$ cat src/design/timer_slot_pool_unit_assert.svh
// Assertion macros for the timer slot pool.
// Define NO_ASSERTIONS to compile them out.
`ifndef TIMER_SLOT_POOL_UNIT_ASSERT_SVH
`define TIMER_SLOT_POOL_UNIT_ASSERT_SVH

`ifndef NO_ASSERTIONS
`define TSP_ASSERT_IMPL(label, ante, cons) \
	label: assert property (@(posedge clk) disable iff (!arst_n) (ante) |-> (cons)) \
		else $error("timer_slot_pool_unit: same-cycle check failed");
`define TSP_ASSERT_NEXT(label, ante, cons) \
	label: assert property (@(posedge clk) disable iff (!arst_n) (ante) |=> (cons)) \
		else $error("timer_slot_pool_unit: next-cycle check failed");
`else
`define TSP_ASSERT_IMPL(label, ante, cons)
`define TSP_ASSERT_NEXT(label, ante, cons)
`endif

`endif

$ cat src/design/tsp_pkg.sv
package tsp_pkg;

	localparam int SLOT_COUNT  = 32;
	localparam int QUEUE_COUNT = 4;
	localparam int MAX_RESULTS = 32;

	localparam int SIDX_W = (SLOT_COUNT > 1) ? $clog2(SLOT_COUNT) : 1;
	localparam int SCNT_W = $clog2(SLOT_COUNT + 1);
	localparam int FCNT_W = $clog2(MAX_RESULTS + 1);
	localparam int DL_W   = 32;

	typedef enum logic [2:0] {
		OP_ALLOC       = 3'd0,
		OP_FREE        = 3'd1,
		OP_INIT        = 3'd2,
		OP_SET_TIMEOUT = 3'd3,
		OP_TICK        = 3'd4
	} op_t;

	typedef enum logic [2:0] {
		KIND_ALLOC_OK   = 3'd0,
		KIND_ALLOC_NONE = 3'd1,
		KIND_ACK        = 3'd2,
		KIND_FIRED      = 3'd3,
		KIND_TICK_IDLE  = 3'd4
	} kind_t;

	typedef enum logic [1:0] {
		SS_FREE  = 2'd0,
		SS_ALLOC = 2'd1,
		SS_ARMED = 2'd2
	} slot_state_t;

	typedef enum logic [1:0] {
		ST_IDLE,
		ST_ACK,
		ST_ALLOC,
		ST_TICK
	} fsm_t;

	typedef struct packed {
		logic [1:0] queue;
		logic [7:0] data;
	} slot_info_t;

	localparam int INFO_W = $bits(slot_info_t);

endpackage

$ cat src/design/timer_slot_pool_unit.sv
// Timer slot pool, one request in flight at a time; unknown opcodes are dropped without a result.
// Free, init, set timeout: the ack is pushed from the ack state once the result register is free.
// Alloc: walks the slots from 0 for the lowest free one and reports it, or none after the last slot.
// Tick: walks every slot via the registered RAM read; each fire is held until a newer fire or
// the walk end pushes it; the scan stalls while the result port is full and a new fire is due.
// Reset (arst_n low): tick counter zero, all slots free; slot memories are not cleared.
module timer_slot_pool_unit (
	input  logic        clk,
	input  logic        arst_n,
	input  logic        req_valid,
	output logic        req_ready,
	input  logic [2:0]  op,
	input  logic [4:0]  slot,
	input  logic [1:0]  queue_id,
	input  logic [7:0]  payload,
	input  logic [31:0] delay_ticks,
	output logic        rsp_valid,
	input  logic        rsp_ready,
	output logic [2:0]  kind,
	output logic [4:0]  slot_out,
	output logic [1:0]  queue_out,
	output logic [7:0]  data_out,
	output logic        last
);

	import tsp_pkg::*;

	// control and status
	fsm_t              state_q, state_nxt;
	logic [31:0]       tick_q;
	slot_state_t       status_q [SLOT_COUNT];
	logic [SCNT_W-1:0] scan_q;
	logic [FCNT_W-1:0] fire_cnt_q;
	logic              pend_valid_q;
	logic              rd_valid_s1;

	// payload registers
	logic [SIDX_W-1:0] rd_idx_s1;
	logic [SIDX_W-1:0] pend_idx_q;
	slot_info_t        pend_info_q;
	logic [4:0]        ack_slot_q;

	// result register
	logic              rsp_valid_q;
	kind_t             kind_q;
	logic [4:0]        slot_out_q;
	logic [1:0]        queue_out_q;
	logic [7:0]        data_out_q;
	logic              last_q;

	// request decode
	logic              req_fire;
	logic [SIDX_W-1:0] req_idx;
	logic              req_ok;
	logic [1:0]        queue_clamped;

	// scan helpers
	logic [SIDX_W-1:0] scan_idx;
	logic              scan_end;
	logic [SIDX_W-1:0] st_ridx;
	slot_state_t       st_rd;
	logic              out_free;
	logic              due;
	logic              adv;
	logic              tick_done;

	// memory ports
	logic [DL_W-1:0]   dl_rd;
	logic [INFO_W-1:0] info_rd_raw;
	slot_info_t        info_rd;
	slot_info_t        info_wr;
	logic              dl_we;
	logic              info_we;
	logic              ram_re;

	// status write port and result push
	logic              st_we;
	logic [SIDX_W-1:0] st_widx;
	slot_state_t       st_wval;
	logic              push;
	kind_t             push_kind;
	logic [4:0]        push_slot;
	logic [1:0]        push_queue;
	logic [7:0]        push_data;
	logic              push_last;

	assign req_ready     = (state_q == ST_IDLE);
	assign req_fire      = req_valid && req_ready;
	assign req_idx       = SIDX_W'(slot);
	assign req_ok        = int'(slot) < SLOT_COUNT;
	assign queue_clamped = (int'(queue_id) >= QUEUE_COUNT) ? 2'(QUEUE_COUNT - 1) : queue_id;
	assign info_wr       = '{queue: queue_clamped, data: payload};

	assign scan_idx  = scan_q[SIDX_W-1:0];
	assign scan_end  = (scan_q == SCNT_W'(SLOT_COUNT));
	assign out_free  = !rsp_valid_q || rsp_ready;

	// one status read port: walk index during alloc, pipeline index during tick
	assign st_ridx = (state_q == ST_ALLOC) ? scan_idx : rd_idx_s1;
	assign st_rd   = status_q[st_ridx];

	assign info_rd = slot_info_t'(info_rd_raw);

	// a slot is due when armed and its deadline is at or before the tick count; cap fires per tick
	assign due = (state_q == ST_TICK) && rd_valid_s1 && (st_rd == SS_ARMED) &&
		(dl_rd <= tick_q) && (fire_cnt_q != FCNT_W'(MAX_RESULTS));
	// hold the scan when a fired timer cannot hand the previous one to the result register
	assign adv       = !(due && pend_valid_q && !out_free);
	assign tick_done = scan_end && !rd_valid_s1;

	tsp_ram #(.WIDTH(DL_W), .DEPTH(SLOT_COUNT)) u_deadline_ram (
		.clk   (clk),
		.we    (dl_we),
		.waddr (req_idx),
		.wdata (delay_ticks + tick_q),
		.re    (ram_re),
		.raddr (scan_idx),
		.rdata (dl_rd)
	);

	tsp_ram #(.WIDTH(INFO_W), .DEPTH(SLOT_COUNT)) u_info_ram (
		.clk   (clk),
		.we    (info_we),
		.waddr (req_idx),
		.wdata (info_wr),
		.re    (ram_re),
		.raddr (scan_idx),
		.rdata (info_rd_raw)
	);

	// next state
	always_comb begin
		state_nxt = state_q;
		unique case (state_q)
			ST_IDLE: begin
				if (req_fire) begin
					unique case (op)
						OP_ALLOC:                        state_nxt = ST_ALLOC;
						OP_FREE, OP_INIT, OP_SET_TIMEOUT: state_nxt = ST_ACK;
						OP_TICK:                         state_nxt = ST_TICK;
						default:                         state_nxt = ST_IDLE;
					endcase
				end
			end
			ST_ACK: begin
				if (out_free) state_nxt = ST_IDLE;
			end
			ST_ALLOC: begin
				if ((scan_end || st_rd == SS_FREE) && out_free) state_nxt = ST_IDLE;
			end
			ST_TICK: begin
				if (tick_done && out_free) state_nxt = ST_IDLE;
			end
		endcase
	end

	// datapath control
	always_comb begin
		push       = 1'b0;
		push_kind  = KIND_ACK;
		push_slot  = '0;
		push_queue = '0;
		push_data  = '0;
		push_last  = 1'b1;
		st_we      = 1'b0;
		st_widx    = req_idx;
		st_wval    = SS_FREE;
		dl_we      = 1'b0;
		info_we    = 1'b0;
		ram_re     = 1'b0;
		unique case (state_q)
			ST_IDLE: begin
				if (req_fire && req_ok) begin
					unique case (op)
						OP_FREE: begin
							st_we   = 1'b1;
							st_wval = SS_FREE;
						end
						OP_INIT: begin
							info_we = 1'b1;
						end
						OP_SET_TIMEOUT: begin
							dl_we   = 1'b1;
							st_we   = 1'b1;
							st_wval = SS_ARMED;
						end
						default: begin
						end
					endcase
				end
			end
			ST_ACK: begin
				push      = out_free;
				push_kind = KIND_ACK;
				push_slot = ack_slot_q;
			end
			ST_ALLOC: begin
				if (scan_end) begin
					push      = out_free;
					push_kind = KIND_ALLOC_NONE;
				end else if (st_rd == SS_FREE) begin
					push      = out_free;
					push_kind = KIND_ALLOC_OK;
					push_slot = 5'(scan_idx);
					st_we     = out_free;
					st_widx   = scan_idx;
					st_wval   = SS_ALLOC;
				end
			end
			ST_TICK: begin
				if (tick_done) begin
					// flush the held fire as the final result, or report an empty tick
					push = out_free;
					if (pend_valid_q) begin
						push_kind  = KIND_FIRED;
						push_slot  = 5'(pend_idx_q);
						push_queue = pend_info_q.queue;
						push_data  = pend_info_q.data;
					end else begin
						push_kind = KIND_TICK_IDLE;
					end
				end else begin
					ram_re = adv && !scan_end;
					if (due && adv) begin
						st_we   = 1'b1;
						st_widx = rd_idx_s1;
						st_wval = SS_ALLOC;
						// a newer fire exists, so the held one is not last
						if (pend_valid_q) begin
							push       = 1'b1;
							push_kind  = KIND_FIRED;
							push_slot  = 5'(pend_idx_q);
							push_queue = pend_info_q.queue;
							push_data  = pend_info_q.data;
							push_last  = 1'b0;
						end
					end
				end
			end
		endcase
	end

	always_ff @(posedge clk or negedge arst_n) begin
		if (!arst_n) begin
			state_q      <= ST_IDLE;
			tick_q       <= '0;
			scan_q       <= '0;
			fire_cnt_q   <= '0;
			pend_valid_q <= 1'b0;
			rd_valid_s1  <= 1'b0;
			rsp_valid_q  <= 1'b0;
			for (int i = 0; i < SLOT_COUNT; i++) begin
				status_q[i] <= SS_FREE;
			end
		end else begin
			state_q <= state_nxt;
			if (st_we) begin
				status_q[st_widx] <= st_wval;
			end
			if (req_fire) begin
				scan_q       <= '0;
				fire_cnt_q   <= '0;
				pend_valid_q <= 1'b0;
				rd_valid_s1  <= 1'b0;
				if (op == OP_TICK) begin
					tick_q <= tick_q + 32'd1;
				end
			end else if (state_q == ST_ALLOC) begin
				if (!scan_end && st_rd != SS_FREE) begin
					scan_q <= scan_q + SCNT_W'(1);
				end
			end else if (state_q == ST_TICK && adv) begin
				rd_valid_s1 <= ram_re;
				if (ram_re) begin
					scan_q <= scan_q + SCNT_W'(1);
				end
				if (due) begin
					fire_cnt_q   <= fire_cnt_q + FCNT_W'(1);
					pend_valid_q <= 1'b1;
				end
			end
			if (push) begin
				rsp_valid_q <= 1'b1;
			end else if (rsp_ready) begin
				rsp_valid_q <= 1'b0;
			end
		end
	end

	always_ff @(posedge clk) begin
		if (req_fire) begin
			ack_slot_q <= slot;
		end
		if (state_q == ST_TICK && adv) begin
			rd_idx_s1 <= scan_idx;
		end
		if (due && adv) begin
			pend_idx_q  <= rd_idx_s1;
			pend_info_q <= info_rd;
		end
		if (push) begin
			kind_q      <= push_kind;
			slot_out_q  <= push_slot;
			queue_out_q <= push_queue;
			data_out_q  <= push_data;
			last_q      <= push_last;
		end
	end

	assign rsp_valid = rsp_valid_q;
	assign kind      = kind_q;
	assign slot_out  = slot_out_q;
	assign queue_out = queue_out_q;
	assign data_out  = data_out_q;
	assign last      = last_q;

`include "timer_slot_pool_unit_assert.svh"

	// an accepted tick advances the counter by exactly one
	`TSP_ASSERT_NEXT(a_tick_inc, req_fire && op == OP_TICK, tick_q == $past(tick_q) + 32'd1)
	// never fire more timers in one tick than the result cap
	`TSP_ASSERT_IMPL(a_fire_cap, state_q == ST_TICK, fire_cnt_q <= FCNT_W'(MAX_RESULTS))
	// slotless results carry zero slot and always close the transaction
	`TSP_ASSERT_IMPL(a_slotless, rsp_valid && (kind == KIND_ALLOC_NONE || kind == KIND_TICK_IDLE),
		slot_out == 5'd0 && last)

endmodule

$ cat src/design/tsp_ram.sv
module tsp_ram #(
	parameter int WIDTH = 8,
	parameter int DEPTH = 32,
	localparam int AW = (DEPTH > 1) ? $clog2(DEPTH) : 1
) (
	input  logic             clk,
	input  logic             we,
	input  logic [AW-1:0]    waddr,
	input  logic [WIDTH-1:0] wdata,
	input  logic             re,
	input  logic [AW-1:0]    raddr,
	output logic [WIDTH-1:0] rdata
);

	logic [WIDTH-1:0] mem_q [DEPTH];
	logic [WIDTH-1:0] rdata_q;

	always_ff @(posedge clk) begin
		if (we) begin
			mem_q[waddr] <= wdata;
		end
		// hold read data while no read is issued
		if (re) begin
			rdata_q <= mem_q[raddr];
		end
	end

	assign rdata = rdata_q;

endmodule

$ cat config.mk
export PLATFORM = sky130hd
export DESIGN_NAME = timer_slot_pool_unit
export DESIGN_NICKNAME = d
export VERILOG_FILES = /design/src/design/tsp_pkg.sv /design/src/design/timer_slot_pool_unit.sv /design/src/design/tsp_ram.sv
export VERILOG_INCLUDE_DIRS = /design/src /design/src/design
export SDC_FILE = /design/constraint.sdc
export NUM_CORES = 2
export LEC_CHECK = 0
export ABC_AREA = 1
export BUFFER_PORTS_ARGS = -buffer_cell sky130_fd_sc_hd__buf_4
export CAP_MARGIN = 20
export CELL_PAD_IN_SITES_DETAIL_PLACEMENT = 2
export CELL_PAD_IN_SITES_GLOBAL_PLACEMENT = 2
export CORE_MARGIN = 2
export CORE_UTILIZATION = 43
export DETAILED_ROUTE_END_ITERATION = 8
export PLACE_DENSITY_LB_ADDON = 0.1
export RECOVER_POWER = 100
export SYNTH_ARGS = -nofsm -noshare
export SYNTH_HDL_FRONTEND = slang
export SYNTH_HIERARCHICAL = 1
export SYNTH_SLANG_ARGS = --single-unit
$ cat constraint.sdc
create_clock -name clk -period 5.58 [get_ports clk]
set_input_delay 0.279 -clock clk [delete_from_list [all_inputs] [get_ports clk]]
set_output_delay 0.279 -clock clk [all_outputs]
set_load 0.01 [all_outputs]
==> results_dict.tcl <==
set metrics [dict create \
    cp-end-kind "register" \
    cp_max_fo 36 \
    viasPerCell 5.78 \
    cts_sinks 1543 \
    cts.reportedPaths.clkPinSlew_ns 0.06 \
    post-synth-top-area-cell "edfxtp_1" \
    fp.coreArea_um2 154000 \
    yosysWarnings 6 \
    die_h_um 398 \
    antenna_found_initial 12 \
    max-cap-violations 51 \
    netlist_area_um2 66600 \
    finalNetCount 6233 \
    start_util_pct 43.3 \
    grt_usage_pct 29.8 \
    antenna_left 0 \
    die_area_um2 158000 \
    drt_first_pass_iters 6 \
    hold_end "status_q[5]" \
    crit_top_cell "nor2_1" \
    worstReg2RegEnd "u_deadline_ram/mem_q[18][10]" \
    critPathBufInv 3 \
    cp.arrival_ns 5.66 \
    rsz0062_at_grt "no" \
    syn_inst 6002 \
    min_from "op[2]" \
    path_class "register to register" \
    wl_um 236000 \
    violations "capacitance limit, slew limit" \
    reg2reg_depth 8 \
    hold_viol 0 \
    drtIter0Drc 4198 \
    ios 75 \
    vdd_drop_max_mv 0.654 \
    run_status "finished with violations" \
    layout-drive-gt1-share_pct 6.98 \
    fill_cells 15629 \
    p_leak_nw 27.9 \
    avgRoutedWirePerCell_um 28.5 \
    die_w_um 398 \
    post_synth.cell_area_avg_um2 11.1 \
    synth_seq_cells 1543 \
    holdCritPathClass "input port to register" \
    grt_max_degree 276 \
    setup_viol 0 \
    cts_resized 0 \
    worst_pin_slew_ns 4.18 \
    post-synth-top-area-fraction_pct 64.4 \
    grt_pass1_vias 52682 \
    clock_path_buffers 3 \
    crit_slowest_cell "buf_2" \
    place_inst 7960 \
    slew_viol_final 1799 \
    grt_pass1_wl_um 348000 \
    overflow 0 \
    path_cells "nor2_1 -> nand2_1 -> nor4_1 -> buf_4 -> nand3_1 -> clkbuf_1 -> nor2_1 -> buf_2" \
    finalWeightedCongestion 0.824 \
    hpwlAfterDp_um 135000 \
    finalCritPeriodShare_pct 94.0 \
    critPathTopFamily "simple AND/OR/NAND/NOR gates" \
    r2r-start "state_q[1]" \
    crit_path_start_kind "register" \
    ys_async_sr_fraction_pct 7.32 \
    netlist_top_cells_area "edfxtp_1 64%, nand2_1 13%, nand3_1 8.8%, dfrtp_1 4.2%, buf_6 1.4%" \
    synth_ff_type "edfxtp_1" \
    cts_tree "yes" \
    syn2layout_area_growth_pct 11.4 \
    setup_tns_ns 0 \
    synth_edf_count 1430 \
    cts_max_level 4 \
    io_buffers 74 \
    cts_buffers 169 \
    vias 47963 \
    stdcell_count 8296 \
    row_count 144 \
    drc 0 \
    seq_area_frac_synth_pct 68.7 \
    reg2reg_slack_ns 0.33 \
    min_period_ns 5.25 \
    max_freq_ghz 0.191 \
    root_buffer "clkbuf_16" \
    worstSkewPairLatency_ns 0.81 \
    syn_nets 6125 \
    power_density_nw_per_um2 513 \
    synthDistinctLibCells 53 \
    cpPeakStageDelay_ns 1.11 \
    whs_path_depth 5 \
    slew_headroom_pct -179 \
    required_ns 6.00 \
    skew_ns 0.0184 \
]
[final cells by class]
cell class,instances,area [um^2],area share [%]
flip-flops and latches,1543,45800,61.7
multi-input cells,3976,18300,24.7
clock buffers,217,4480,6.04
well taps,2044,2560,3.45
repair buffers,253,1530,2.06
clock inverters,89,853,1.15
inverters,167,662,0.892
diodes,7,17.5,0.0236
[sequential cells by signal, summed over array words and instances (netlist names), 6 cells and up]
name                  flops
u_info_ram/mem_q        320
u_deadline_ram/rdata     32
u_info_ram/rdata         10
fire_cnt_q                6
u_deadline_ram/mem_q   1024
pend_info_q              10
status_q                 64
data_out                  8
tick_q                   32
scan_q                    6
[repair_timing]
item	CTS	global route
hold buffers	22	0
endpoints found under the hold margin	398	0
endpoints found under the setup margin	0	0
setup buffers	0	0
[worst max-delay path by stage]
stage,start,endpoint,slack (ns),cells after the start
6_report,state_q[1],u_deadline_ram/mem_q[18][10],0.33,8
3_5_place_dp,tick_q[31],data_out[7],0.51,15
3_3_place_gp,tick_q[31],status_q[8],0.76,17
2_1_floorplan,state_q[1],u_deadline_ram/mem_q[27][0],1.45,8
4_1_cts,tick_q[31],data_out[6],0.45,15
5_1_grt,state_q[1],u_deadline_ram/mem_q[16][25],0.11,8
[routing by layer]
layer	GRT usage (%)	vias to the layer above	wire, um
li1	-	20959	-
met1	39.6	25390	100000
met2	50.7	1250	117000
met3	3.87	360	12000
met4	9.80	4	7020
met5	0	-	25
[stage by stage]
stage               instance area, um^2  hold WS [ns]  power, mW  util, %  setup WS [ns]
finish                            74200         0.157       38.1     48.2          0.335
global route                      74200         0.179       40.0     48.2          0.111
CTS                               75100        0.0434       38.4     48.8          0.450
detailed placement                69500         0.411       27.2     45.1          0.510
global placement                  69500         0.401       26.6     45.1          0.757
floorplan                         66600       -0.0166       22.9        -           1.45
[logic make-up after synthesis]
group / after synthesis / share of synthesized area [%]
flops: 1543 / 68.7
fa+ha+maj: 69 / 1.31
compound gates: 138 / 1.23
simple gates: 3704 / 23.7
xor+xnor: 65 / 0.854
buf+inv: 483 / 4.20
[where the power goes]
group | leakage [nW] | internal (mW) | total, mW | switching, mW
clock | 2.60 | 6.28 | 11.1 | 4.77
combinational | 11.0 | 3.10 | 13.1 | 9.97
sequential | 14.3 | 13.6 | 14.0 | 0.315
total | 27.9 | 23.0 | 38.1 | 15.1
[Yosys cell counts (6+ instances only)]
master / number
nand2_1: 2265
edfxtp_1: 1430
nand3_1: 1169
nor2_1: 157
inv_1: 155
buf_2: 114
dfrtp_1: 113
buf_6: 82
a21oi_1: 72
ha_1: 68
xor2_1: 53
clkbuf_1: 51
buf_4: 42
nand4_1: 37
o21ai_0: 27
buf_1: 22
nor3_1: 20
nand2_2: 13
xnor2_1: 12
nor4_1: 9
inv_2: 8
o21a_1: 7
nand2_4: 6
o31ai_1: 6
[layout by cell type (no fill, tap or decap), types with 37 or more instances in the layout]
master	netlist	layout
nand2_1	2265	2271
edfxtp_1	1430	1430
nand3_1	1169	1172
clkbuf_16	0	171
clkbuf_1	51	160
inv_1	155	154
nor2_1	157	137
dfrtp_1	113	108
a21oi_1	72	73
ha_1	68	68
buf_4	42	65
clkinv_1	2	42
xor2_1	53	39
nand4_1	37	38
clkbuf_2	0	37
[worst reg2reg max path, stage by stage (launching register included)]
cell,delay (ns)
dfrtp_1,0.50
nor2_1,0.41
nand2_1,0.47
nor4_1,0.31
buf_4,0.52
nand3_1,0.22
clkbuf_1,0.41
nor2_1,0.85
buf_2,1.11
No activity file was read; power rests on OpenSTA's default activity.
